`src/hdl/alc_pkg.sv`:
```
// Shared types, constants and coefficient tables for the ambient light lux calculator.
`timescale 1ns / 1ps

package alc_pkg;

    localparam int CNT_W       = 16;
    localparam int LUX_W       = 16;
    localparam int CH_SCALE    = 10;
    localparam int RATIO_SCALE = 9;
    localparam int RATIO_SHIFT = RATIO_SCALE + 1;
    localparam int LUX_SHIFT   = 14;
    localparam int SEGMENTS    = 8;
    localparam int SEG_W       = $clog2(SEGMENTS);

    localparam int SCALE_W = 19;
    localparam int PRE_W   = CNT_W + SCALE_W;
    localparam int CH_W    = PRE_W - CH_SCALE;
    localparam int BRK_W   = 10;
    localparam int THR_W   = BRK_W + 1;
    localparam int CMP_W   = CH_W + THR_W;
    localparam int COEF_W  = 10;
    localparam int TERM_W  = CH_W + COEF_W;
    localparam int SUM_W   = TERM_W + 1;
    localparam int LUXW_W  = SUM_W - LUX_SHIFT;

    localparam logic [CNT_W-1:0] CHSCALE_TINT0 = 16'h7517;
    localparam logic [CNT_W-1:0] CHSCALE_TINT1 = 16'h0FE7;

    localparam int MIDQ_DEPTH = 8;
    localparam int OUTQ_DEPTH = 8;
    localparam int QPTR_W     = $clog2(MIDQ_DEPTH);
    localparam int QCNT_W     = $clog2(MIDQ_DEPTH + 1);
    localparam int OPTR_W     = $clog2(OUTQ_DEPTH);
    localparam int OCNT_W     = $clog2(OUTQ_DEPTH + 1);

    localparam int CFG_IDX_W  = 2;
    localparam int CFG_DATA_W = 2;

    typedef enum logic [CFG_IDX_W-1:0] {
        REG_GAIN_HIGH   = 2'd0,
        REG_INTEGRATION = 2'd1,
        REG_PACKAGE     = 2'd2
    } cfg_reg_t;

    typedef enum logic [1:0] {
        TINT_13MS    = 2'd0,
        TINT_101MS   = 2'd1,
        TINT_NOMINAL = 2'd2
    } tint_t;

    localparam logic [BRK_W-1:0] SEG_K [2][SEGMENTS] = '{
        '{10'h040, 10'h080, 10'h0C0, 10'h100, 10'h138, 10'h19A, 10'h29A, 10'h29A},
        '{10'h043, 10'h085, 10'h0C8, 10'h10A, 10'h14D, 10'h19A, 10'h29A, 10'h29A}
    };

    localparam logic [COEF_W-1:0] SEG_B [2][SEGMENTS] = '{
        '{10'h1F2, 10'h214, 10'h23F, 10'h270, 10'h16F, 10'h0D2, 10'h018, 10'h000},
        '{10'h204, 10'h228, 10'h253, 10'h282, 10'h177, 10'h101, 10'h037, 10'h000}
    };

    localparam logic [COEF_W-1:0] SEG_M [2][SEGMENTS] = '{
        '{10'h1BE, 10'h2D1, 10'h37B, 10'h3FE, 10'h1FC, 10'h0FB, 10'h012, 10'h000},
        '{10'h1AD, 10'h2C1, 10'h363, 10'h3DF, 10'h1DD, 10'h127, 10'h02B, 10'h000}
    };

    typedef struct packed {
        logic [CH_W-1:0]  c0;
        logic [CH_W-1:0]  c1;
        logic [SEG_W-1:0] seg;
        logic             pkg;
    } seg_item_t;

    typedef struct packed {
        logic      push;
        seg_item_t item;
    } midq_wr_t;

    typedef struct packed {
        logic      valid;
        seg_item_t item;
    } midq_rd_t;

    typedef struct packed {
        logic [LUX_W-1:0] lux;
        logic             sat;
    } lux_res_t;

endpackage

```
`src/hdl/alc_midq.sv`:
```
// Queue that decouples the segment selection front end from the lux back end.
`timescale 1ns / 1ps

module alc_midq (
    input  logic              clk,
    input  logic              rst_n,
    input  alc_pkg::midq_wr_t wr,
    input  logic              pop,
    output alc_pkg::midq_rd_t rd
);
    import alc_pkg::*;

    seg_item_t         mem_reg [MIDQ_DEPTH];
    logic [QPTR_W-1:0] wr_ptr_reg;
    logic [QPTR_W-1:0] rd_ptr_reg;
    logic [QCNT_W-1:0] count_reg;
    logic [QCNT_W-1:0] count_next;

    always_comb
    begin
        count_next = count_reg;
        if (wr.push && !pop)
        begin
            count_next = count_reg + 1'b1;
        end
        else if (!wr.push && pop)
        begin
            count_next = count_reg - 1'b1;
        end
    end

    always_ff @(posedge clk or negedge rst_n)
    begin
        if (!rst_n)
        begin
            wr_ptr_reg <= '0;
            rd_ptr_reg <= '0;
            count_reg  <= '0;
        end
        else
        begin
            count_reg <= count_next;
            if (wr.push)
            begin
                wr_ptr_reg <= wr_ptr_reg + 1'b1;
            end
            if (pop)
            begin
                rd_ptr_reg <= rd_ptr_reg + 1'b1;
            end
        end
    end

    always_ff @(posedge clk)
    begin
        if (wr.push)
        begin
            mem_reg[wr_ptr_reg] <= wr.item;
        end
    end

    assign rd.valid = (count_reg != '0);
    assign rd.item  = mem_reg[rd_ptr_reg];

    a_no_overflow: assert property (@(posedge clk) disable iff (!rst_n)
        wr.push |-> count_reg < QCNT_W'(MIDQ_DEPTH))
        else $error("write into a full middle queue");

    a_no_underflow: assert property (@(posedge clk) disable iff (!rst_n)
        pop |-> count_reg != '0)
        else $error("read from an empty middle queue");

endmodule

```
`config.mk`:
```
export PLATFORM = sky130hd
export DESIGN_NAME = alc_midq
export DESIGN_NICKNAME = d
export VERILOG_FILES = /design/src/hdl/alc_pkg.sv /design/src/hdl/alc_midq.sv
export SDC_FILE = /design/constraint.sdc
export NUM_CORES = 1
export LEC_CHECK = 0
export BUFFER_PORTS_ARGS = -buffer_cell sky130_fd_sc_hd__buf_2
export CORE_ASPECT_RATIO = 1.25
export CORE_MARGIN = 2
export CORE_UTILIZATION = 30
export CTS_CLUSTER_DIAMETER = 40
export DETAILED_ROUTE_END_ITERATION = 16
export GPL_TIMING_DRIVEN = 0
export SYNTH_ARGS = -nofsm -noshare
export SYNTH_HDL_FRONTEND = slang
export SYNTH_SLANG_ARGS = --single-unit
export TNS_END_PERCENT = 100
```
`constraint.sdc`:
```
create_clock -name clk -period 5.6 [get_ports clk]
set_input_delay 1.4 -clock clk [delete_from_list [all_inputs] [get_ports clk]]
set_output_delay 1.4 -clock clk [all_outputs]
set_load 0.02 [all_outputs]
```
# Word-level counts from Yosys, hierarchy flattened
# Memory sizes are Yosys's and may differ from the RTL's.
# Index checks and enable logic that the tools add are counted.
# op_classes
reduce_logical	6
add_sub_neg	4
muxes	4
# ops
cell	count
two-way mux 4 bit	2
adder 3 x 1 -> 3 bit, second input constant	2
adder 4 x 1 -> 4 bit, second input constant	1
nonzero test 4 bit	1
subtractor 4 x 1 -> 4 bit, second input constant	1
logical AND 1 bit	2
logical NOT 1 bit	2
two-way mux 1 bit	2
nonzero test 2 bit	1
# word_totals
mem_count	1
ram_bits	432
ff_bits	10
input_bits	58
out_inout_bits	55
elab_cells	18
# mem_list
memory	depth	word_bits	rd	rd_ports_with_merged_regs	write_ports	line_no	rtl
mem_reg	8	54	1	0	1	alc_midq.sv:13	seg_item_t mem_reg [MIDQ_DEPTH];

# Longest topological paths before layout
# depth
depth_word	4
mapped_depth	7

# Worst setup path after synthesis
# No wires, ideal clock.
# synth_timing
path_type	input port to flip-flop
startpoint	in wr[54] (netlist name)
endpoint	mem mem_reg[0][0] (netlist name), enable pin
arrival_ns	5.175
setup_slack_ns	-0.107
setup_ns	0.532
cell_stages	2
path_buffers	0
cell_sequence	nand2b_1 > nor3_1
# synth_via
elab_chain_cells	2
# synth_lines
element	line_no	rtl
start, declared	alc_midq.sv:7	input alc_pkg::midq_wr_t wr,
two-way mux 1 bit	alc_midq.sv:56	if (wr.push)
two-way mux 1 bit (implied by the code)	alc_midq.sv:58	mem_reg[wr_ptr_reg] <= wr.item;
end, declared	alc_midq.sv:13	
# Every way passes these cells.

==> metrics.yaml <==
timing:
  fin_crit_ps: 4170
  hold_violations: 0
  setup_viol: 0
  grt_setup_unrepaired: "false"
  tightest_slew_ps: 833
  worst_slack_ps: 1430
  slew_viol_final: 0
  relSlewSlack: 0.443
  min_period_over_period: 0.744
  skew_ps: 17.3
  fmax_mhz: 240
synthesis:
  ys.flop_type: "edfxtp_1"
  post-synth-top-count-cell: "edfxtp_1"
  syn_inst: 683
  syn-num-nets: 747
  synth_top_area_share: 0.773
  seq_area_frac_synth: 0.788
  synthDistinctLibCells: 27
  yosys-top-cells-area: "edfxtp_1, mux4_2, mux2_2"
  syn_area_sq_um: 16800
  synth_edf_count: 432
  ys_ff_latch: 442
  synth_common_cells: "edfxtp_1, mux4_2, mux2_2"
  synth_area_leader_cell: "edfxtp_1"
  synth.avg_cell_area_sq_um: 24.6
  ys_async_sr_fraction: 0.0226
  synth_warnings: 0
worst_setup_path:
  cp_max_fo: 10
  r2r_start: "wr_ptr_reg[1]"
  worstPathCellList: "buf_2, buf_2, buf_2, mux4_2, mux2_2, buf_2"
  required_ps: 4200
  cp-startpoint: "rd_ptr_reg[1]"
  cp_slowest_stage_delay_ps: 370
  slowest_stage: "buf_2"
  critPathLaunchType: "register"
  end_kind: "primary output"
  cp.arrival_ps: 2770
  timing_worst_setup_path_type: "register to primary output"
  crit_top_cell: "buf_2"
global_routing:
  busiest_layer: "met2"
  met1_usage: 0.148
  gr-usage-met2: 0.217
  antenna_found_initial: 7
  grt_pass1_vias: 8074
  grt_pass1_wl_um: 51700
  grt.total_usage: 0.122
  use_met3: 0.0257
  grt_max_degree: 26
  grt-ovfl-total: 0
worst_hold_path:
  min_from: "count_reg[2]"
  hold_class: "register to register"
floorplanning:
  die_area_sq_um: 57800
  row_count: 96
  io_pins: 113
  die_h_um: 268
  core-area_sq_um: 55100
  initial_core_util: 0.304
  die_w_um: 216
clock_tree:
  cts_sinks: 442
  cts.path.max_buffers: 3
  clk_pin_slew_ps: 60
  root_buffer: "clkbuf_16"
  cts_resized: 0
  clkLatencyLatePin_ps: 540
  cts_tree: "yes"
  cts.htree.levels: 2
  cts_inserted_buffers: 43
  cts_hold_buf: 0
  post-cts-setup-buffer-count: 0
route:
  wl_per_cell_um: 21.5
  dr.pass1.iters: 4
  wl_um: 35000
  via_per_inst: 4.59
  drt_iter0_drc: 444
  drc_errors: 0
  ant_nets: 0
  via_count: 7464
power_and_ir_drop:
  power_density_nw_per_um2: 530
  peakVddDrop_uv: 221
  leakage_uw: 0.00645
place:
  post_dp_cell_area_sq_um: 18700
  gp_congestion: 0.679
  place_inst: 1550
  io_buffer_count: 112
  dp.final_hpwl_um: 22300
  place_ws_ps: 1860
run_status:
  status: "completed"
layout:
  largest_reg_flops: 432
  ff_latch_area_sq_um: 13200
  final_cell_area_sq_um: 20100
  instances_no_fill: 1625
  synthToLayoutAreaGrowth_pct: 19.8
  multi_input_area_sq_um: 3450
  nets: 924
  drive_gt1_frac: 0.428
  fill_cells: 5005
  post-route-util: 0.364
job:
  drv_cap: 0
[where the power goes]
group          internal (uW)  switching (uW)
clock                   1610            1190
combinational           1580            2000
sequential              4150             120
[critical path: cells and delay by family (launching register included)]
kind     cells  cell delay (ps)
flops        1              340
mux          2              660
buf+inv      4             1210
[stage by stage]
step	TNS [ps]	power (uW)	hold slack [ps]
final	0	10700	525
after global routing	0	11200	578
after CTS	0	10900	531
after detailed placement	0	8060	519
after global placement	-569560	7920	501
after floorplan	0	6740	469
[path summary, 6_finish.rpt]
| path | endpoint | slack, ps | cells after the start |
|---|---|---|---|
| max in group asynchronous | wr_ptr_reg[1] | 4670 | 1 |
| worst max-delay path | rd[47] | 1430 | 6 |
| min in group asynchronous | rd_ptr_reg[2] | 720 | 1 |
| worst min-delay path | count_reg[2] | 530 | 2 |
| worst max register to register | mem_reg[2][30] | 3500 | 4 |
| worst min register to register | count_reg[2] | 530 | 2 |
[cell families (layout without fill, tap and decap cells)]
family,Yosys count,count (layout),share of synthesized area
and+or+nand+nor,24,24,0.00701
AOI/OAI and AO/OA,6,6,0.00246
adders and majority gates,6,6,0.00492
muxes,166,166,0.184
DFF,442,442,0.788
xor gates and xnor gates,6,6,0.00313
buffers and inverters,33,237,0.0104
other,0,3,0
[area by class of cell]
class	count	share of cell area
multi-input combinational	208	0.171
clock buffer	52	0.0573
timing repair buffer	132	0.0483
clock inverter	20	0.0101
buffer	31	0.00828
tap	735	0.0458
inverter	2	0.000374
antenna	3	0.000374
sequential	442	0.658
[per-layer routing]
layer | vias up | share of wire
met5 | - | 0.0013
met4 | 8 | 0.020
met3 | 50 | 0.047
met2 | 134 | 0.53
met1 | 3995 | 0.41
li1 | 3277 | -
[cell usage in the layout (no fill, tap or decap), types with 4 or more instances in the layout]
| master | synthesis | routed |
|---|---|---|
| clkbuf_16 | 0 | 45 |
| mux4_2 | 108 | 108 |
| buf_2 | 12 | 124 |
| nor2_4 | 0 | 6 |
| xnor2_1 | 4 | 4 |
| clkinv_1 | 0 | 5 |
| clkbuf_1 | 16 | 23 |
| ha_1 | 5 | 5 |
| clkinv_2 | 0 | 4 |
| buf_8 | 1 | 5 |
| buf_16 | 0 | 4 |
| mux2_2 | 57 | 57 |
| dfrtp_1 | 10 | 10 |
| edfxtp_1 | 432 | 432 |
| buf_12 | 1 | 13 |
| nand2_1 | 6 | 6 |
Note: power is estimated with default switching activity, not from simulation.
