`config.mk`:
```
export PLATFORM = sky130hd
export DESIGN_NAME = alc_front
export DESIGN_NICKNAME = d
export VERILOG_FILES = /design/src/hdl/alc_pkg.sv /design/src/hdl/alc_front.sv
export SDC_FILE = /design/constraint.sdc
export NUM_CORES = 2
export LEC_CHECK = 0
export BUFFER_PORTS_ARGS = -buffer_cell sky130_fd_sc_hd__buf_2
export CORE_ASPECT_RATIO = 0.9
export CORE_UTILIZATION = 30
export DETAILED_ROUTE_END_ITERATION = 7
export SYNTH_ARGS = -nofsm -noshare
export SYNTH_HDL_FRONTEND = slang
export SYNTH_SLANG_ARGS = --single-unit
```
`constraint.sdc`:
```
create_clock -name clk -period 7.9 [get_ports clk]
set_input_delay 1.185 -clock clk [delete_from_list [all_inputs] [get_ports clk]]
set_output_delay 1.185 -clock clk [all_outputs]
set_load 0.03 [all_outputs]
```
`src/hdl/alc_pkg.sv`:
```
// Shared types, constants and coefficient tables for the ambient light lux calculator.
`timescale 1ns / 1ps

package alc_pkg;

    localparam int CNT_W       = 16;
    localparam int LUX_W       = 16;
    localparam int CH_SCALE    = 10;
    localparam int RATIO_SCALE = 9;
    localparam int RATIO_SHIFT = RATIO_SCALE + 1;
    localparam int LUX_SHIFT   = 14;
    localparam int SEGMENTS    = 8;
    localparam int SEG_W       = $clog2(SEGMENTS);

    localparam int SCALE_W = 19;
    localparam int PRE_W   = CNT_W + SCALE_W;
    localparam int CH_W    = PRE_W - CH_SCALE;
    localparam int BRK_W   = 10;
    localparam int THR_W   = BRK_W + 1;
    localparam int CMP_W   = CH_W + THR_W;
    localparam int COEF_W  = 10;
    localparam int TERM_W  = CH_W + COEF_W;
    localparam int SUM_W   = TERM_W + 1;
    localparam int LUXW_W  = SUM_W - LUX_SHIFT;

    localparam logic [CNT_W-1:0] CHSCALE_TINT0 = 16'h7517;
    localparam logic [CNT_W-1:0] CHSCALE_TINT1 = 16'h0FE7;

    localparam int MIDQ_DEPTH = 8;
    localparam int OUTQ_DEPTH = 8;
    localparam int QPTR_W     = $clog2(MIDQ_DEPTH);
    localparam int QCNT_W     = $clog2(MIDQ_DEPTH + 1);
    localparam int OPTR_W     = $clog2(OUTQ_DEPTH);
    localparam int OCNT_W     = $clog2(OUTQ_DEPTH + 1);

    localparam int CFG_IDX_W  = 2;
    localparam int CFG_DATA_W = 2;

    typedef enum logic [CFG_IDX_W-1:0] {
        REG_GAIN_HIGH   = 2'd0,
        REG_INTEGRATION = 2'd1,
        REG_PACKAGE     = 2'd2
    } cfg_reg_t;

    typedef enum logic [1:0] {
        TINT_13MS    = 2'd0,
        TINT_101MS   = 2'd1,
        TINT_NOMINAL = 2'd2
    } tint_t;

    localparam logic [BRK_W-1:0] SEG_K [2][SEGMENTS] = '{
        '{10'h040, 10'h080, 10'h0C0, 10'h100, 10'h138, 10'h19A, 10'h29A, 10'h29A},
        '{10'h043, 10'h085, 10'h0C8, 10'h10A, 10'h14D, 10'h19A, 10'h29A, 10'h29A}
    };

    localparam logic [COEF_W-1:0] SEG_B [2][SEGMENTS] = '{
        '{10'h1F2, 10'h214, 10'h23F, 10'h270, 10'h16F, 10'h0D2, 10'h018, 10'h000},
        '{10'h204, 10'h228, 10'h253, 10'h282, 10'h177, 10'h101, 10'h037, 10'h000}
    };

    localparam logic [COEF_W-1:0] SEG_M [2][SEGMENTS] = '{
        '{10'h1BE, 10'h2D1, 10'h37B, 10'h3FE, 10'h1FC, 10'h0FB, 10'h012, 10'h000},
        '{10'h1AD, 10'h2C1, 10'h363, 10'h3DF, 10'h1DD, 10'h127, 10'h02B, 10'h000}
    };

    typedef struct packed {
        logic [CH_W-1:0]  c0;
        logic [CH_W-1:0]  c1;
        logic [SEG_W-1:0] seg;
        logic             pkg;
    } seg_item_t;

    typedef struct packed {
        logic      push;
        seg_item_t item;
    } midq_wr_t;

    typedef struct packed {
        logic      valid;
        seg_item_t item;
    } midq_rd_t;

    typedef struct packed {
        logic [LUX_W-1:0] lux;
        logic             sat;
    } lux_res_t;

endpackage

```
`src/hdl/alc_front.sv`:
```
// Front end: configuration registers, channel scaling and segment selection.
`timescale 1ns / 1ps

module alc_front (
    input  logic                           clk,
    input  logic                           rst_n,
    input  logic                           push,
    output logic                           full,
    input  logic [alc_pkg::CNT_W-1:0]      broadband_count,
    input  logic [alc_pkg::CNT_W-1:0]      infrared_count,
    input  logic                           cfg_valid,
    input  logic [alc_pkg::CFG_IDX_W-1:0]  cfg_index,
    input  logic [alc_pkg::CFG_DATA_W-1:0] cfg_data,
    input  logic                           midq_pop,
    output alc_pkg::midq_wr_t              midq_wr
);
    import alc_pkg::*;

    logic              gain_high_reg;
    logic [1:0]        integration_select_reg;
    logic              package_cs_reg;

    logic              accept;
    logic [QCNT_W-1:0] cnt_reg;
    logic [QCNT_W-1:0] cnt_next;

    logic              v1_reg;
    logic [CNT_W-1:0]  ch0_1_reg;
    logic [CNT_W-1:0]  ch1_1_reg;

    logic [SCALE_W-1:0] scale_base;
    logic [SCALE_W-1:0] scale_next;
    logic [PRE_W-1:0]   pre0;
    logic [PRE_W-1:0]   pre1;

    logic              v2_reg;
    logic [CH_W-1:0]   c0_2_reg;
    logic [CH_W-1:0]   c1_2_reg;

    logic              v3_reg;
    logic [CH_W-1:0]   c0_3_reg;
    logic [CH_W-1:0]   c1_3_reg;
    logic              zero_3_reg;
    logic [CMP_W-1:0]  thr_prod_next [SEGMENTS-1];
    logic [CMP_W-1:0]  thr_prod_reg [SEGMENTS-1];

    logic [CMP_W-1:0]  ratio_lhs;
    logic [SEG_W-1:0]  seg_next;

    always_ff @(posedge clk or negedge rst_n)
    begin
        if (!rst_n)
        begin
            gain_high_reg          <= 1'b0;
            integration_select_reg <= TINT_NOMINAL;
            package_cs_reg         <= 1'b0;
        end
        else if (cfg_valid)
        begin
            case (cfg_index)
                REG_GAIN_HIGH:   gain_high_reg          <= cfg_data[0];
                REG_INTEGRATION: integration_select_reg <= cfg_data[1:0];
                REG_PACKAGE:     package_cs_reg         <= cfg_data[0];
                default:         gain_high_reg          <= gain_high_reg;
            endcase
        end
    end

    // Credits cover every item from acceptance until the back end takes it from the queue.
    assign full   = (cnt_reg == QCNT_W'(MIDQ_DEPTH));
    assign accept = push && !full;

    always_comb
    begin
        cnt_next = cnt_reg;
        if (accept && !midq_pop)
        begin
            cnt_next = cnt_reg + 1'b1;
        end
        else if (!accept && midq_pop)
        begin
            cnt_next = cnt_reg - 1'b1;
        end
    end

    always_comb
    begin
        case (integration_select_reg)
            TINT_13MS:  scale_base = SCALE_W'(CHSCALE_TINT0);
            TINT_101MS: scale_base = SCALE_W'(CHSCALE_TINT1);
            default:    scale_base = SCALE_W'(1 << CH_SCALE);
        endcase
        scale_next = gain_high_reg ? scale_base : (scale_base << 4);
        pre0 = PRE_W'(ch0_1_reg) * PRE_W'(scale_next);
        pre1 = PRE_W'(ch1_1_reg) * PRE_W'(scale_next);
    end

    // A rounded ratio at or below a break point K means c1 * 1024 < (2K + 1) * c0.
    always_comb
    begin
        for (int i = 0; i < SEGMENTS - 1; i++)
        begin
            thr_prod_next[i] = CMP_W'(c0_2_reg) *
                               CMP_W'({SEG_K[package_cs_reg][i], 1'b1});
        end
    end

    always_comb
    begin
        ratio_lhs = CMP_W'({c1_3_reg, {RATIO_SHIFT{1'b0}}});
        seg_next  = SEG_W'(SEGMENTS - 1);
        for (int i = SEGMENTS - 2; i >= 0; i--)
        begin
            if (ratio_lhs < thr_prod_reg[i])
            begin
                seg_next = SEG_W'(i);
            end
        end
        if (zero_3_reg)
        begin
            seg_next = '0;
        end
    end

    always_ff @(posedge clk or negedge rst_n)
    begin
        if (!rst_n)
        begin
            cnt_reg <= '0;
            v1_reg  <= 1'b0;
            v2_reg  <= 1'b0;
            v3_reg  <= 1'b0;
        end
        else
        begin
            cnt_reg <= cnt_next;
            v1_reg  <= accept;
            v2_reg  <= v1_reg;
            v3_reg  <= v2_reg;
        end
    end

    always_ff @(posedge clk)
    begin
        if (accept)
        begin
            ch0_1_reg <= broadband_count;
            ch1_1_reg <= infrared_count;
        end
        c0_2_reg     <= pre0[PRE_W-1:CH_SCALE];
        c1_2_reg     <= pre1[PRE_W-1:CH_SCALE];
        c0_3_reg     <= c0_2_reg;
        c1_3_reg     <= c1_2_reg;
        zero_3_reg   <= (c0_2_reg == '0);
        thr_prod_reg <= thr_prod_next;
    end

    assign midq_wr.push     = v3_reg;
    assign midq_wr.item.c0  = c0_3_reg;
    assign midq_wr.item.c1  = c1_3_reg;
    assign midq_wr.item.seg = seg_next;
    assign midq_wr.item.pkg = package_cs_reg;

    a_credit_bound: assert property (@(posedge clk) disable iff (!rst_n)
        cnt_reg <= QCNT_W'(MIDQ_DEPTH))
        else $error("front credit count exceeds the queue depth");

    a_credit_covers_pipe: assert property (@(posedge clk) disable iff (!rst_n)
        cnt_reg >= QCNT_W'($countones({v1_reg, v2_reg, v3_reg})))
        else $error("front pipeline holds more items than credits");

endmodule

```
[After elaboration in Yosys (flattened, before gate mapping)]
Index checks and enable logic that the tools add are counted.
W data, S select, Z words.
Storage, ports and cells
  flip-flop bits (word level): 396
  input bits: 41
  output and inout bits: 56
  logic and storage cells: 73
Operators by class
  add/sub/neg operators: 2
  multipliers: 9
  $lt $le $gt $ge: 8
  equal/unequal tests: 4
  muxes and demuxes: 15
  bitwise logic cells: 1
  reductions and logical operators: 13
Operators with widths (number)
  $lt A35 B36 Y1: 7
  $mul A25 B11 Y36: 7
  $mux W80: 2
  $mux W72: 1
  $mul A16 B19 Y35: 2
  $pmux W15 S2: 1
  $logic_not A25 Y1: 1
  $mux W3: 7
  $mux W19: 1
  $mux W4: 2
  $reduce_and A2 Y1: 3
  $add A4 B1 Y4 const B: 1
  $eq A2 B1 Y1 const B: 2
  $eq A4 B4 Y1 const B: 1
  $logic_not A2 Y1: 2
  $sub A4 B1 Y4 const B: 1
  $logic_and A1 B1 Y1: 3
  $logic_not A1 Y1: 3
  $eq A2 B2 Y1 const B: 1
  $ge A2 B2 Y1 const B: 1
  $not A1 Y2: 1
  $reduce_bool A2 Y1: 1
  $mux W1: 1

[Depth between registers and ports, before layout]
  word-level depth: 9
  mapped depth: 29
  gate-level depth less buffers: 27

[Least setup slack after synthesis]
OpenSTA, ideal clock, no wires.
  path type: reg-to-reg
  start: register integration_select_reg[0]
  end: register c0_2_reg[24]
  library setup time: 0.072 ns
  arrival: 6.541 ns
  required time: 7.828 ns
  slack: 1.287 ns
  stages on the path, launching flop included: 26
  clock period less this slack: 6.613 ns
  path through: dfrtp_1 > clkbuf_1 > inv_1 > nor2_1 > clkbuf_1 > buf_1 > nand2_1 > fa_1 > fa_1 > fa_1 > inv_1 > fa_1 > fa_1 > inv_1 > fa_1 > inv_1 > ha_1 > o21a_1 > o211ai_1 > nor2b_1 > a21oi_1 > a211oi_2 > nor2_1 > a21o_1 > a221oi_1 > xnor2_1
Between the ends
  longest elaborated chain between the ends: 4
  elaborated cells between the ends (all ways): 5
RTL lines
  start: declaration: RTL line alc_front.sv:20  | logic [1:0] integration_select_reg;
  start signal: assignment: RTL line alc_front.sv:62  | REG_INTEGRATION: integration_select_reg <= cfg_data[1:0];
  $eq A2 B1 Y1 or $logic_not A2 Y1 (tied branches): RTL line alc_front.sv:88  | case (integration_select_reg)
  $pmux W15 S2 (*): RTL line alc_front.sv:88
  $mux W19 (*): RTL line alc_front.sv:93  | scale_next = gain_high_reg ? scale_base : (scale_base << 4);
  $mul A16 B19 Y35 (*): RTL line alc_front.sv:94  | pre0 = PRE_W'(ch0_1_reg) * PRE_W'(scale_next);
  net pre0[34]: RTL line alc_front.sv:33  | logic [PRE_W-1:0] pre0;
  end signal: assignment: RTL line alc_front.sv:150  | c0_2_reg <= pre0[PRE_W-1:CH_SCALE];
  end: declaration: RTL line alc_front.sv:37  | logic [CH_W-1:0] c0_2_reg;
The timed path passes the listed nets; every way through them passes the cells marked *.
A chain may end at the register's enable or synchronous reset.

[Final worst setup path]
  start: register integration_select_reg[0]
  end: register c1_2_reg[20]
Between the ends
  longest elaborated chain between the ends: 4
  elaborated cells between the ends (all ways): 5
RTL lines
  $eq A2 B1 Y1 or $logic_not A2 Y1 (tied branches): RTL line alc_front.sv:88
  $pmux W15 S2 (*): RTL line alc_front.sv:88
  $mux W19 (*): RTL line alc_front.sv:93
  $mul A16 B19 Y35 (*): RTL line alc_front.sv:95  | pre1 = PRE_W'(ch1_1_reg) * PRE_W'(scale_next);
  net pre1[30]: RTL line alc_front.sv:34  | logic [PRE_W-1:0] pre1;
  end signal: assignment: RTL line alc_front.sv:151  | c1_2_reg <= pre1[PRE_W-1:CH_SCALE];
  end: declaration: RTL line alc_front.sv:38  | logic [CH_W-1:0] c1_2_reg;
Marked as above.

==> results.json <==
{
  "ioPinCount": 97,
  "cap_violations": 0,
  "wl_um": 155000,
  "ant_nets": 0,
  "yosys.area_share.simple": 0.0856,
  "insertion_delay_ns": 0.68,
  "place_ws_ns": 0.437,
  "grt_overflow_total": 0,
  "place_inst": 8452,
  "synthXorXnorAreaFrac": 0.0362,
  "syn-num-nets": 7873,
  "crit_required_ns": 8.44,
  "period_share": 0.942,
  "grtUsageMet3": 0.0259,
  "htreeDepth": 2,
  "grt.total_usage": 0.164,
  "synth.distinct_cells": 86,
  "synthAdderAreaFrac": 0.544,
  "finalClockSkew_ns": 0.0415,
  "clkTransAtPathRegs_ns": 0.07,
  "synth_async_sr_flop_share": 0.0301,
  "yosys_register_bits": 366,
  "cp_num_buf_inv": 7,
  "setup-tns-final_ns": 0,
  "cts_root_buffer": "clkbuf_16",
  "critPathTopFamily": "adder cells",
  "synth_edf_count": 32,
  "drt_iter0_drc": 2416,
  "cts_sinks": 366,
  "avgSynthCellArea_um2": 9.62,
  "numCtsBuffers": 49,
  "yosys.area.top_type": "fa_1",
  "fp.dieW_um": 460,
  "max_freq_mhz": 134,
  "use_met1": 0.227,
  "synthTopCellsByArea": "fa_1 31%, ha_1 24%, dfxtp_1 11%",
  "cts_buffer_depth": 3,
  "setup_viol": 0,
  "globalplace.congestion": 0.886,
  "crit-reg2reg-launch": "integration_select_reg[0]",
  "io_buffers": 96,
  "grt_use_met2": 0.269,
  "fin_util": 0.333,
  "grt_pass1_vias": 42600,
  "hold_start": "c1_2_reg[1]",
  "firstDrtPassIters": 5,
  "cp_common_cell": "fa_1",
  "synth_cells": 5891,
  "wire_per_inst_um": 18.1,
  "status": "finished, final reports clean",
  "finalCriticalPeriod_ns": 7.44,
  "critPathSlowestCell": "o21ai_4",
  "synth_top_area_frac": 0.309,
  "nFillCells": 19100,
  "busiest_layer": "met2",
  "cts_tree": "done",
  "via_per_inst": 4.69,
  "post-route-drc-count": 0,
  "hold_viol_final": 0,
  "synth_compound_area_frac": 0.0949,
  "slowest_delay_ns": 0.78,
  "core-area_um2": 187000,
  "crit_arrival_ns": 7.98,
  "synth_flop_cell": "dfxtp_1",
  "path_max_fanout": 28,
  "start_util": 0.304,
  "drv_slew": 0,
  "crit_type": "reg -> reg",
  "yosysWarnings": 0,
  "cp-end-kind": "flip-flop",
  "crit_chain": "buf_4 -> inv_1 -> o21ai_4 -> buf_4 -> nand3_1 -> fa_1 -> fa_1 -> inv_1 -> fa_1 -> fa_1 -> fa_1 -> inv_1 -> fa_1 -> inv_1 -> ha_1 -> o21ai_0 -> a211oi_1 -> and3_1 -> a41oi_1 -> buf_4 -> nor3_1 -> a31oi_1 -> xnor2_1",
  "holdCritPathClass": "reg -> reg",
  "die_area_um2": 191000,
  "grt_pass1_wl_um": 241000,
  "row_count": 150,
  "drive_above_1_share": 0.0500,
  "synth_mux_area_frac": 0.00133,
  "area_growth_pct": 9.73,
  "syn_area_um2": 56600,
  "crit_path_start": "integration_select_reg[0]",
  "vias": 40100,
  "slew_headroom": 0.278,
  "rsz0062_at_grt": "no",
  "nNetsFinal": 7977,
  "post_cts_buffers": 0,
  "startpoint_type": "flip-flop",
  "tightestPinTransition_ns": 1.08,
  "setup_slack_ns": 0.459,
  "antenna_found_initial": 1,
  "largest_register_ffs": 226,
  "ys_seq_area_frac": 0.136,
  "die_h_um": 414,
  "synth_top_family_by_area": "adder cells",
  "grt_max_degree": 40,
  "dp_hpwl_um": 130000,
  "final_cells": 8547
}
through the flow:
stage / hold WS [ns] / instance area (um^2)
global route: 0.330 / 62200
CTS: 0.325 / 62200
floorplan: 0.310 / 56600
detailed placement: 0.314 / 60400
finish: 0.321 / 62200
global placement: 0.311 / 60400
synth_stat cells, types with 14 or more instances:
| cell type | number |
|---|---|
| nand3_1 | 105 |
| inv_1 | 1416 |
| nor3_1 | 55 |
| o211ai_1 | 30 |
| edfxtp_1 | 32 |
| a21oi_1 | 238 |
| and2_1 | 100 |
| a211oi_1 | 41 |
| dfxtp_1 | 323 |
| xnor2_1 | 168 |
| and3_1 | 35 |
| a31oi_1 | 21 |
| clkbuf_1 | 96 |
| ha_1 | 1068 |
| fa_1 | 873 |
| a21o_1 | 152 |
| nor2_1 | 207 |
| nand2_1 | 311 |
| o21ai_0 | 133 |
| o21bai_1 | 36 |
| xor2_1 | 66 |
| nand2b_1 | 26 |
| nand4_1 | 33 |
| o31ai_1 | 15 |
| or3_1 | 14 |
| nor2b_1 | 35 |
| o21a_1 | 41 |
final cells by class:
type | instances | area (um^2) | area share
multi-input combinational | 3999 | 43200 | 0.696
sequential | 366 | 7710 | 0.124
inverter | 1419 | 5330 | 0.0857
tap | 2508 | 3140 | 0.0505
clock buffer | 58 | 1320 | 0.0213
timing repair buffer | 160 | 961 | 0.0155
clock inverter | 34 | 457 | 0.00735
antenna | 3 | 7.51 | 0.000121
cell families after synthesis:
group           Yosys count
buf+inv                1526
mux                       7
simple gates            993
fa+ha+maj              1941
flops                   366
other cells               1
compound gates          823
xor+xnor                234
layout by cell type (no fill, tap or decap), drive strengths merged, types with 14 or more instances in the layout:
master	instances
buf	160
a21o	152
and3	36
a21oi	239
dfxtp	323
nand3	105
o211ai	30
edfxtp	32
a211oi	43
or3	14
nand2b	26
o31ai	16
nor2b	35
o21ai	140
and2	100
nand2	311
nand4	33
fa	873
a31oi	23
nor2	207
nor3	57
xor2	66
inv	1429
clkbuf	58
xnor2	168
ha	1068
o21bai	36
o21a	41
per-layer routing:
metal	wire length, um	vias up	share of wire
met1	72400	19900	0.47
met2	70100	953	0.45
met4	3310	0	0.021
met3	8830	178	0.057
met5	0	-	0
li1	-	19100	-
worst reg2reg max path, stage by stage (launching register included):
cell	delay [ns]
dfrtp_1	0.35
buf_4	0.23
inv_1	0.21
o21ai_4	0.78
buf_4	0.47
nand3_1	0.17
fa_1	0.53
fa_1	0.51
inv_1	0.05
fa_1	0.55
fa_1	0.43
fa_1	0.50
inv_1	0.05
fa_1	0.47
inv_1	0.05
ha_1	0.33
o21ai_0	0.11
a211oi_1	0.40
and3_1	0.21
a41oi_1	0.11
buf_4	0.20
nor3_1	0.32
a31oi_1	0.15
xnor2_1	0.13
timing repair:
action | 4_1_cts | 5_1_grt
hold buffers | 0 | 0
resized for setup | 0 | 1
setup endpoints to repair | 0 | 8
worst paths after layout:
check                                             to  slack [ns]  cells past startpoint
max in group asynchronous  integration_select_reg[1]        7.19                      1
hold reg to reg                          c1_3_reg[1]        0.32                      0
setup / recovery                        c1_2_reg[20]        0.46                     23
min in group asynchronous  integration_select_reg[0]        0.41                      1
setup reg to reg                        c1_2_reg[20]        0.46                     23
hold / removal                           c1_3_reg[1]        0.32                      0
Power is left out: the tool's default activity adds up to more than one toggle a clock period on the data nets, which glitch-free logic cannot reach.
