<file path="src/hdl/alc_pkg.sv">
// Shared types, constants and coefficient tables for the ambient light lux calculator.
`timescale 1ns / 1ps

package alc_pkg;

    localparam int CNT_W       = 16;
    localparam int LUX_W       = 16;
    localparam int CH_SCALE    = 10;
    localparam int RATIO_SCALE = 9;
    localparam int RATIO_SHIFT = RATIO_SCALE + 1;
    localparam int LUX_SHIFT   = 14;
    localparam int SEGMENTS    = 8;
    localparam int SEG_W       = $clog2(SEGMENTS);

    localparam int SCALE_W = 19;
    localparam int PRE_W   = CNT_W + SCALE_W;
    localparam int CH_W    = PRE_W - CH_SCALE;
    localparam int BRK_W   = 10;
    localparam int THR_W   = BRK_W + 1;
    localparam int CMP_W   = CH_W + THR_W;
    localparam int COEF_W  = 10;
    localparam int TERM_W  = CH_W + COEF_W;
    localparam int SUM_W   = TERM_W + 1;
    localparam int LUXW_W  = SUM_W - LUX_SHIFT;

    localparam logic [CNT_W-1:0] CHSCALE_TINT0 = 16'h7517;
    localparam logic [CNT_W-1:0] CHSCALE_TINT1 = 16'h0FE7;

    localparam int MIDQ_DEPTH = 8;
    localparam int OUTQ_DEPTH = 8;
    localparam int QPTR_W     = $clog2(MIDQ_DEPTH);
    localparam int QCNT_W     = $clog2(MIDQ_DEPTH + 1);
    localparam int OPTR_W     = $clog2(OUTQ_DEPTH);
    localparam int OCNT_W     = $clog2(OUTQ_DEPTH + 1);

    localparam int CFG_IDX_W  = 2;
    localparam int CFG_DATA_W = 2;

    typedef enum logic [CFG_IDX_W-1:0] {
        REG_GAIN_HIGH   = 2'd0,
        REG_INTEGRATION = 2'd1,
        REG_PACKAGE     = 2'd2
    } cfg_reg_t;

    typedef enum logic [1:0] {
        TINT_13MS    = 2'd0,
        TINT_101MS   = 2'd1,
        TINT_NOMINAL = 2'd2
    } tint_t;

    localparam logic [BRK_W-1:0] SEG_K [2][SEGMENTS] = '{
        '{10'h040, 10'h080, 10'h0C0, 10'h100, 10'h138, 10'h19A, 10'h29A, 10'h29A},
        '{10'h043, 10'h085, 10'h0C8, 10'h10A, 10'h14D, 10'h19A, 10'h29A, 10'h29A}
    };

    localparam logic [COEF_W-1:0] SEG_B [2][SEGMENTS] = '{
        '{10'h1F2, 10'h214, 10'h23F, 10'h270, 10'h16F, 10'h0D2, 10'h018, 10'h000},
        '{10'h204, 10'h228, 10'h253, 10'h282, 10'h177, 10'h101, 10'h037, 10'h000}
    };

    localparam logic [COEF_W-1:0] SEG_M [2][SEGMENTS] = '{
        '{10'h1BE, 10'h2D1, 10'h37B, 10'h3FE, 10'h1FC, 10'h0FB, 10'h012, 10'h000},
        '{10'h1AD, 10'h2C1, 10'h363, 10'h3DF, 10'h1DD, 10'h127, 10'h02B, 10'h000}
    };

    typedef struct packed {
        logic [CH_W-1:0]  c0;
        logic [CH_W-1:0]  c1;
        logic [SEG_W-1:0] seg;
        logic             pkg;
    } seg_item_t;

    typedef struct packed {
        logic      push;
        seg_item_t item;
    } midq_wr_t;

    typedef struct packed {
        logic      valid;
        seg_item_t item;
    } midq_rd_t;

    typedef struct packed {
        logic [LUX_W-1:0] lux;
        logic             sat;
    } lux_res_t;

endpackage

</file>
<file path="src/hdl/alc_back.sv">
// Back end: coefficient lookup, weighted difference, rounding, saturation and result queue.
`timescale 1ns / 1ps

module alc_back (
    input  logic                      clk,
    input  logic                      rst_n,
    input  alc_pkg::midq_rd_t         head,
    output logic                      take,
    input  logic                      pop,
    output logic                      empty,
    output logic [alc_pkg::LUX_W-1:0] lux_value,
    output logic                      lux_saturated
);
    import alc_pkg::*;

    logic [OCNT_W-1:0]  cnt_reg;
    logic [OCNT_W-1:0]  cnt_next;
    logic               deliver;

    logic               v1_reg;
    logic [CH_W-1:0]    c0_1_reg;
    logic [CH_W-1:0]    c1_1_reg;
    logic [COEF_W-1:0]  b_1_reg;
    logic [COEF_W-1:0]  m_1_reg;

    logic               v2_reg;
    logic [TERM_W-1:0]  pos_2_reg;
    logic [TERM_W-1:0]  neg_2_reg;

    logic [TERM_W-1:0]  diff;
    logic [SUM_W-1:0]   rounded;
    logic [LUXW_W-1:0]  lux_wide;
    lux_res_t           res_next;

    lux_res_t           oq_reg [OUTQ_DEPTH];
    logic [OPTR_W-1:0]  oq_wr_ptr_reg;
    logic [OPTR_W-1:0]  oq_rd_ptr_reg;
    logic [OCNT_W-1:0]  oq_cnt_reg;
    logic [OCNT_W-1:0]  oq_cnt_next;

    // Credits reserve a result queue slot for every item in the back pipeline.
    assign take    = head.valid && (cnt_reg < OCNT_W'(OUTQ_DEPTH));
    assign empty   = (oq_cnt_reg == '0);
    assign deliver = pop && !empty;

    always_comb
    begin
        cnt_next = cnt_reg;
        if (take && !deliver)
        begin
            cnt_next = cnt_reg + 1'b1;
        end
        else if (!take && deliver)
        begin
            cnt_next = cnt_reg - 1'b1;
        end

        oq_cnt_next = oq_cnt_reg;
        if (v2_reg && !deliver)
        begin
            oq_cnt_next = oq_cnt_reg + 1'b1;
        end
        else if (!v2_reg && deliver)
        begin
            oq_cnt_next = oq_cnt_reg - 1'b1;
        end
    end

    // A negative difference clamps to zero before rounding.
    always_comb
    begin
        diff     = (pos_2_reg > neg_2_reg) ? (pos_2_reg - neg_2_reg) : '0;
        rounded  = SUM_W'(diff) + SUM_W'(1 << (LUX_SHIFT - 1));
        lux_wide = rounded[SUM_W-1:LUX_SHIFT];
        res_next.sat = (lux_wide[LUXW_W-1:LUX_W] != '0);
        res_next.lux = res_next.sat ? '1 : lux_wide[LUX_W-1:0];
    end

    always_ff @(posedge clk or negedge rst_n)
    begin
        if (!rst_n)
        begin
            cnt_reg       <= '0;
            v1_reg        <= 1'b0;
            v2_reg        <= 1'b0;
            oq_wr_ptr_reg <= '0;
            oq_rd_ptr_reg <= '0;
            oq_cnt_reg    <= '0;
        end
        else
        begin
            cnt_reg    <= cnt_next;
            v1_reg     <= take;
            v2_reg     <= v1_reg;
            oq_cnt_reg <= oq_cnt_next;
            if (v2_reg)
            begin
                oq_wr_ptr_reg <= oq_wr_ptr_reg + 1'b1;
            end
            if (deliver)
            begin
                oq_rd_ptr_reg <= oq_rd_ptr_reg + 1'b1;
            end
        end
    end

    always_ff @(posedge clk)
    begin
        if (take)
        begin
            c0_1_reg <= head.item.c0;
            c1_1_reg <= head.item.c1;
            b_1_reg  <= SEG_B[head.item.pkg][head.item.seg];
            m_1_reg  <= SEG_M[head.item.pkg][head.item.seg];
        end
        pos_2_reg <= TERM_W'(c0_1_reg) * TERM_W'(b_1_reg);
        neg_2_reg <= TERM_W'(c1_1_reg) * TERM_W'(m_1_reg);
        if (v2_reg)
        begin
            oq_reg[oq_wr_ptr_reg] <= res_next;
        end
    end

    assign lux_value     = oq_reg[oq_rd_ptr_reg].lux;
    assign lux_saturated = oq_reg[oq_rd_ptr_reg].sat;

    a_credit_exact: assert property (@(posedge clk) disable iff (!rst_n)
        cnt_reg == oq_cnt_reg + OCNT_W'($countones({v1_reg, v2_reg})))
        else $error("back credit count does not match items held");

endmodule

</file>
<file path="config.mk">
export PLATFORM = sky130hd
export DESIGN_NAME = alc_back
export DESIGN_NICKNAME = d
export VERILOG_FILES = /design/src/hdl/alc_pkg.sv /design/src/hdl/alc_back.sv
export SDC_FILE = /design/constraint.sdc
export NUM_CORES = 1
export LEC_CHECK = 0
export ABC_CLOCK_PERIOD_IN_PS = 7200
export BUFFER_PORTS_ARGS = -buffer_cell sky130_fd_sc_hd__buf_2
export CAP_MARGIN = 10
export CORE_UTILIZATION = 30
export CTS_BUF_LIST = sky130_fd_sc_hd__clkbuf_8
export DETAILED_ROUTE_END_ITERATION = 6
export GPL_ROUTABILITY_DRIVEN = 1
export GPL_TIMING_DRIVEN = 0
export PLACE_DENSITY = 0.53
export SLEW_MARGIN = 20
export SYNTH_ARGS = -nofsm -noshare
export SYNTH_HDL_FRONTEND = slang
export SYNTH_SLANG_ARGS = --single-unit
</file>
<file path="constraint.sdc">
create_clock -name clk -period 7.2 [get_ports clk]
set_clock_uncertainty 0.1 [all_clocks]
set_input_delay 1.44 -clock clk [delete_from_list [all_inputs] [get_ports clk]]
set_output_delay 1.44 -clock clk [all_outputs]
set_load 0.01 [all_outputs]
</file>
Yosys cells after proc, flatten, opt, wreduce, memory -nomap -nowiden:

Memories as Yosys holds them, arrays and structs flattened.
Cells that the tools add are included.

* word-level logic and storage cells: 63
* output and inout port bits: 19
* memories kept: 1
* flip-flop bits (word level): 156
* input bits: 58
* RAM bits: 136

* muxes and demuxes: 20
* multipliers: 2
* bitwise gates (word level): 2
* reductions and logical operators: 14
* add/sub/neg operators: 8
* magnitude comparators: 4

Memory list
* oq_reg: words 8, width 17, rd ports 1, clocked after memory_dff 0, write ports 1, line alc_back.sv:35 `lux_res_t oq_reg [OUTQ_DEPTH];`

Operators by type and width (number)
* 2-to-1 mux 80 bit: 5
* 2-to-1 mux 75 bit: 1
* multiplier 25 x 10 -> 35 bit: 2
* binary-select mux 10 bit (select 3 bit): 2
* 2-to-1 mux 10 bit: 4
* adder 35 x 14 -> 36 bit (second input constant): 1
* > comparator 35 bit: 1
* 2-to-1 mux 35 bit: 1
* subtractor 35 bit: 1
* 2-to-1 mux 16 bit: 1
* 2-to-1 mux 4 bit: 4
* adder 4 x 1 -> 4 bit (second input constant): 2
* subtractor 4 x 1 -> 4 bit (second input constant): 2
* adder 3 x 1 -> 3 bit (second input constant): 2
* logical AND 1 bit: 6
* nonzero test 6 bit: 1
* >= comparator 4 bit (second input constant): 1
* logical NOT 1 bit: 4
* logical NOT 4 bit: 1
* less-than comparator 4 bit (second input constant): 1
* NOT 3 -> 4 bit: 1
* nonzero test 2 bit: 2
* >= comparator 2 bit (second input constant): 1
* 2-to-1 mux 1 bit: 2
* NOT 1 -> 2 bit: 1

Logic depth before layout (Yosys ltp):

Gate-level depths: netlist (run 1).

* depth after elaboration: 7
* mapped depth: 25
* gate-level depth less buffers: 23

Worst setup path after synthesis (run 1):

No wires, ideal clock.

* path kind: input to register
* start: input port head[54] in the netlist's numbering
* end: register cnt_reg[3]
* buffers on the path: 0
* cell stages on the path: 9
* data arrival time: 6262 ps
* library setup time: 125 ps
* slack: 713 ps
* cells stage by stage: nor2b_1 -> ha_1 -> inv_1 -> ha_1 -> a21o_1 -> a21oi_1 -> xnor2_1 -> nor2_1 -> xor2_1

* word-level cells in the longest chain between the ends: 4
* elaborated cells on any way between the ends: 6
* classes of those cells: 1 x mux; 5 x reduce/logical

RTL lines
* from (decl): line alc_back.sv:7 `input alc_pkg::midq_rd_t head,`
* logical AND 1 bit *: line alc_back.sv:42 `assign take = head.valid && (cnt_reg < OCNT_W'(OUTQ_DEPTH));`
* logical NOT 1 bit: line alc_back.sv:53 `else if (!take && deliver)`
* logical AND 1 bit: line alc_back.sv:53
* nonzero test 2 bit (no source line)
* to (signal assigned): line alc_back.sv:92 `cnt_reg <= cnt_next;`
* to (decl): line alc_back.sv:16 `logic [OCNT_W-1:0] cnt_reg;`

Every way passes the cells marked *; elsewhere a longest branch is shown, timed or not.
A chain may end at the register's enable or synchronous reset.

Final worst setup path (run 1):

* start: register m_1_reg[5]
* end: register neg_2_reg[33]

* word-level cells in the longest chain between the ends: 1

RTL lines
* from (decl): line alc_back.sv:24 `logic [COEF_W-1:0] m_1_reg;`
* from (signal assigned): line alc_back.sv:114 `m_1_reg <= SEG_M[head.item.pkg][head.item.seg];`
* multiplier 25 x 10 -> 35 bit: line alc_back.sv:117 `neg_2_reg <= TERM_W'(c1_1_reg) * TERM_W'(m_1_reg);`
* to (signal assigned): line alc_back.sv:117
* to (decl): line alc_back.sv:28 `logic [TERM_W-1:0] neg_2_reg;`

No other way between the ends.

==> metrics.txt, run 1 <==
status finished clean; HP Class flop to flop; RSZ-0062 raised after global routing false; r2r startpoint m_1_reg[5]$_DFFE_PP_; Final Instance Area 0.03121 sq mm; Root Buffer clkbuf_8; WP data required 7.68 ns; Setup crit start m_1_reg[5]$_DFFE_PP_; ys flop type edfxtp_1; post-synthesis register bit count 292; htree depth 2; placed cell count 3995; Final min period 6.886 ns; FMAX 145.2 MHz; clk buf depth 3; CTS Sinks 292; Worst slew margin 37.16%; mapped cell area 0.02793 sq mm; row count 111; Cells after Synth 2667; die width 307.1 microns; CTS Buf Count 54; Synth async-reset ratio 5.479%; worst setup path class flop to flop; crit share post-route 95.64%; hold path start v1_reg$_DFF_PN0_; total negative slack 0 ns; Vias 19.07k; startpoint types flop; die height 307.1 microns; FF-to-FF setup slack 0.31 ns; Worst-Skew Late Latency 0.68 ns; clock-pin slew on the worst setup and hold paths 0.06 ns; Setup crit end kind flop; DRC violations left 0; Synth top area share 26.24%; Initial Util 30.37%; Synth cell types 77; crit path DAT 7.37 ns; core footprint 0.09194 sq mm; DRT antenna net count 0; DRT Pass-1 Iters 7; GRT overflow 0; Non-Filler Instances 4095; worst slack, placed -0.1549 ns; largest net degree at the start of global routing 22; Final WS setup 0.3138 ns; Synth warnings 0; Setup Viol. Count Final 0; net count after synthesis 3287; vias in the first global route 20.26k; sequential share of the synthesized area 28.60%; EDFF count, synth 206; Nets 3424; syn avg cell area 10.47 sq um; DP Wirelength 54.22 mm; Iter 0 DRT Violations 1105; top cells by area, synth fa_1 (26%), edfxtp_1 (22%), ha_1 (8.8%); number of I/O port buffers 75; layout cells sized above 1 10.04%; area of placed instances 0.03005 sq mm; CTS tree built; first-pass GRT wire length 113.7 mm; Placer Congestion 0.8355; vias per cell 4.657; Worst Max-Slew Pin Slew 0.9426 ns; total track usage 15.42%; critical-path maximum fanout 10; initial antenna violation count 4; Largest register FFs 136; area of the die 0.09431 sq mm; final hold violation count 0; area grow syn2layout 11.75%; Max Transition Viols Final 0; cell taking the most area after synthesis fa_1; Ports 77; Wirelength per Cell 17.21 microns; Max-cap violations 0; final wirelength 70.46 mm
-- per-stage QoR --
stage / util [%] / hold WS [ns]
2_1_floorplan: - / 0.2312
3_3_place_gp: 32.47 / 0.2342
3_5_place_dp: 32.68 / 0.2370
4_1_cts: 33.91 / 0.2499
5_1_grt: 33.94 / 0.2683
6_report: 33.94 / 0.2475
-- cell families after synthesis --
group / Yosys count / share of synthesized area [%]
XOR/XNOR: 100 / 3.163
AND/OR/NAND/NOR: 801 / 14.54
AO/OA/AOI/OAI: 330 / 7.742
multiplexers: 59 / 3.777
adder cells (fa/ha/maj): 562 / 35.02
flip-flops: 292 / 28.60
buffers and inverters: 523 / 7.160
-- per-layer routing --
metal | track usage, % | part of all wire (%)
met1 | 20.61 | 45
met2 | 26.52 | 49
met3 | 1.861 | 3.9
met4 | 3.621 | 1.8
met5 | 0 | 0
-- cell usage after synthesis, drive strengths merged, types with 30 or more instances --
library cell,n
mux4,34
edfxtp,206
nor3,31
and2,272
inv,394
ha,196
nand3,30
fa,366
a21oi,95
clkbuf,105
nand2,304
xnor2,77
nor2,68
o21ai,60
dfxtp,70
a21o,31
-- area by class of cell --
cell class / instances / area (sq um)
clock buffers: 60 / 825.8
clock inverters: 42 / 292.8
plain buffers: 123 / 525.5
diodes: 2 / 5.005
repair buffers: 87 / 529.3
multi-input cells: 1852 / 18010
flip-flops and latches: 292 / 7988
well taps: 1243 / 1555
fillers: 9488 / 60730
inverters: 394 / 1479
-- worst paths after layout --
check | to | cells after the start
max | neg_2_reg[33]$_DFF_P_ | 19
min | v2_reg$_DFF_PN0_ | 0
max reg2reg | neg_2_reg[33]$_DFF_P_ | 19
min reg2reg | v2_reg$_DFF_PN0_ | 0
max in group asynchronous | cnt_reg[3]$_DFFE_PN0P_ | 1
min in group asynchronous | oq_rd_ptr_reg[1]$_DFFE_PN0P_ | 1
-- worst max-delay path: stages (launching register included) --
cell	delay [ns]
edfxtp_1	0.61
clkbuf_1	0.56
nand2_1	0.16
fa_1	0.53
fa_1	0.54
inv_1	0.05
fa_1	0.40
fa_1	0.53
fa_1	0.43
ha_1	0.37
a21oi_1	0.26
inv_1	0.07
a21oi_1	0.22
o211ai_1	0.18
a31oi_1	0.37
o21ai_0	0.28
o31ai_2	0.45
o21ai_0	0.25
a21boi_0	0.26
xnor2_1	0.16
-- cell usage in the layout, fill, tap and decap left out, drive strengths merged, types with 60 or more instances in the layout --
cell and count:
inv 418, edfxtp 206, nor2 68, and2 272, fa 366, nand2 304
buf 111, a21oi 95, xnor2 77, ha 196, o21ai 60, dfxtp 70
clkbuf 159
-- timing repair --
action	in CTS	in global routing
buffers inserted	0	2
pin swaps	0	0
hold buffers	0	0
gates resized for setup	4	42
endpoints found under the setup margin	6	15
Power of run 1 is left out: the tool's default activity adds up to more than one toggle a clock period on the data nets, which glitch-free logic cannot reach.
==> inputs of run 2 (changes only) <==
--- a/config.mk
+++ b/config.mk
@@ -5,15 +5,16 @@
 export SDC_FILE = /design/constraint.sdc
 export NUM_CORES = 1
 export LEC_CHECK = 0
-export ABC_CLOCK_PERIOD_IN_PS = 7200
+export ABC_CLOCK_PERIOD_IN_PS = 5900
 export BUFFER_PORTS_ARGS = -buffer_cell sky130_fd_sc_hd__buf_2
 export CAP_MARGIN = 10
-export CORE_UTILIZATION = 30
+export CORE_ASPECT_RATIO = 2
+export CORE_UTILIZATION = 60
 export CTS_BUF_LIST = sky130_fd_sc_hd__clkbuf_8
 export DETAILED_ROUTE_END_ITERATION = 6
 export GPL_ROUTABILITY_DRIVEN = 1
 export GPL_TIMING_DRIVEN = 0
-export PLACE_DENSITY = 0.53
+export PLACE_DENSITY = 0.89
 export SLEW_MARGIN = 20
 export SYNTH_ARGS = -nofsm -noshare
 export SYNTH_HDL_FRONTEND = slang
==> constraint.sdc (replaced) <==
create_clock -name clk -period 5.9 [get_ports clk]
set_clock_uncertainty 0.1 [all_clocks]
set_input_delay 1.18 -clock clk [delete_from_list [all_inputs] [get_ports clk]]
set_output_delay 1.18 -clock clk [all_outputs]
set_load 0.01 [all_outputs]
==> run 2 against run 1 <==
Effect of this change: the run now ends with setup timing left; register-to-register slack worse by 0.54 ns; final cell count is 15% lower; clock-buffer cell count is 14 lower; routed wire length is 7.6% higher; critical path type unchanged; largest cell class unchanged; highest routed layer unchanged.
==> metrics.txt, run 2 (synthesis gave the netlist of run 1 again) <==
status finished, violations left; failing checks setup timing; area of placed instances 0.02920 sq mm (-2.8%); die width 154.6 microns (-50%); GRT overflow 0 (unchanged); DP Wirelength 57.45 mm (+5.9%); CTS tree built; first-pass GRT wire length 115.6 mm (+1.6%); initial antenna violation count 2 (-2); commonest non-fill, non-tap cells in the layout inv_1 (406), fa_1 (358), nand2_1 (303); Setup crit start b_1_reg[7]$_DFFE_PP_; DRT antenna net count 0 (unchanged); Setup Viol. Count Final 7 (+7); Wirelength per Cell 21.90 microns (+27%); Final WS setup -0.2305 ns (-0.5443 ns); Nets 3481 (+1.7%); RSZ-0062 raised after global routing true; row count 111 (unchanged); FMAX 163.1 MHz (+12%); worst setup path class flop to flop; WP data required 6.33 ns (-1.35 ns); htree depth 2 (unchanged); total track usage 32.26% (+17 points); CTS Buf Count 43 (-20%); Worst Max-Slew Pin Slew 1.039 ns (+0.09676 ns); area of the die 0.04746 sq mm (-50%); Root Buffer clkbuf_8; clk buf depth 3 (unchanged); startpoint types flop; Max-cap violations 0 (unchanged); core footprint 0.04583 sq mm (-50%); final wirelength 75.85 mm (+7.6%); commonest non-fill, non-tap cell in the layout inv_1; Final min period 6.131 ns (-0.7557 ns); Worst slew margin 30.71% (-6.5 points); hold path start v1_reg$_DFF_PN0_; Placer Congestion 0.9833 (+18%); FF-to-FF setup slack -0.23 ns (-0.54 ns); vias in the first global route 22.51k (+11%); Post-CTS Hold Fix Bufs 0 (unchanged); Non-Filler Instances 3463 (-15%); worst slack, placed -1.451 ns (-1.296 ns); DRT Pass-1 Iters 5 (-2); largest net degree at the start of global routing 29 (+32%); area grow syn2layout 12.81%; crit share post-route 103.9% (+8.3 points); multi-input logic area 0.01854 sq mm (+3.0%); critical-path maximum fanout 5 (-5); placed cell count 3319 (-17%); Vias 20.85k (+9.3%); final hold violation count 0 (unchanged); Final Instance Area 0.03151 sq mm (+0.95%); crit path DAT 6.57 ns (-0.80 ns); Initial Util 60.93% (+31 points); layout cells sized above 1 15.85% (+5.8 points); vias per cell 6.020 (+29%); Ports 77 (unchanged); Reg area 0.007988 sq mm (unchanged); Hold EP v2_reg$_DFF_PN0_; Fill cells 3145 (-67%); R2R Path End pos_2_reg[34]$_DFF_P_; number of I/O port buffers 75 (unchanged); r2r startpoint b_1_reg[7]$_DFFE_PP_; Worst-Skew Late Latency 0.66 ns (-0.02 ns); CTS Sinks 292 (unchanged); Max Transition Viols Final 0 (unchanged); R2R cell count 21 (+2); clock-pin slew on the worst setup and hold paths 0.07 ns (about the same); Iter 0 DRT Violations 1557 (+41%); worst hold path depth 0 (unchanged); die height 307.1 microns (unchanged); Setup crit end kind flop; Largest register FFs 136 (unchanged); DRC violations left 0 (unchanged); HP Class flop to flop
[run 2: cell type report]
type / count / area share (%)
Clock buffer: 46 / 2.010
Timing Repair Buffer: 185 / 4.102
Buffer: 93 / 1.775
Sequential cell: 292 / 25.35
Multi-Input combinational cell: 1852 / 58.85
Tap cell: 565 / 2.244
Inverter: 394 / 4.694
Antenna cell: 2 / 0.01589
Clock inverter: 34 / 0.9531
[run 2: stage by stage]
stage | util [%] | hold slack [ns] | setup TNS, ns
2_1_floorplan | - | 0.2312 | 0
3_3_place_gp | 63.31 | 0.2344 | -18.81
3_5_place_dp | 63.70 | 0.2411 | -22.72
4_1_cts | 67.02 | 0.2410 | 0
5_1_grt | 68.74 | 0.2453 | -3.196
6_report | 68.74 | 0.2369 | -0.7222
[run 2: what timing repair did]
action                     in CTS  in global routing
setup endpoints to repair      34                 59
setup buffers                  50                 47
pin swaps                      13                 59
gates cloned                    0                  1
resized for setup             104                120
[run 2: critical path, stage by stage (launching register included)]
cell	delay, ns
edfxtp_1	0.53
buf_6	0.19
and2_1	0.15
fa_1	0.47
fa_1	0.58
fa_1	0.45
fa_1	0.56
inv_2	0.05
fa_1	0.58
inv_2	0.06
ha_4	0.26
a22o_1	0.22
nor3_2	0.19
nand3b_1	0.15
a31oi_4	0.23
nor4_4	0.06
nor2_2	0.16
o211ai_1	0.14
a21oi_2	0.30
o21ai_4	0.13
a211oi_2	0.29
xnor2_1	0.19
[run 2: how the worst max path moves through the flow]
| stage | cells after the start | to | slack, ns |
|---|---|---|---|
| 2_1_floorplan | 21 | pos_2_reg[31]$_DFF_P_ | 0.02 |
| 3_3_place_gp | 22 | neg_2_reg[33]$_DFF_P_ | -1.31 |
| 3_5_place_dp | 22 | neg_2_reg[33]$_DFF_P_ | -1.45 |
| 4_1_cts | 18 | pos_2_reg[31]$_DFF_P_ | 0.0007 |
| 5_1_grt | 21 | pos_2_reg[34]$_DFF_P_ | -0.41 |
| 6_report | 21 | pos_2_reg[34]$_DFF_P_ | -0.23 |
[run 2: routing by layer]
metal	up-vias	part of all wire [%]	track usage, %
li1	9090	-	-
met1	10295	31	29.98
met2	1013	53	60.57
met3	450	5.5	4.538
met4	0	10	28.02
met5	-	0	0
Power of run 2 is left out for the same reason.
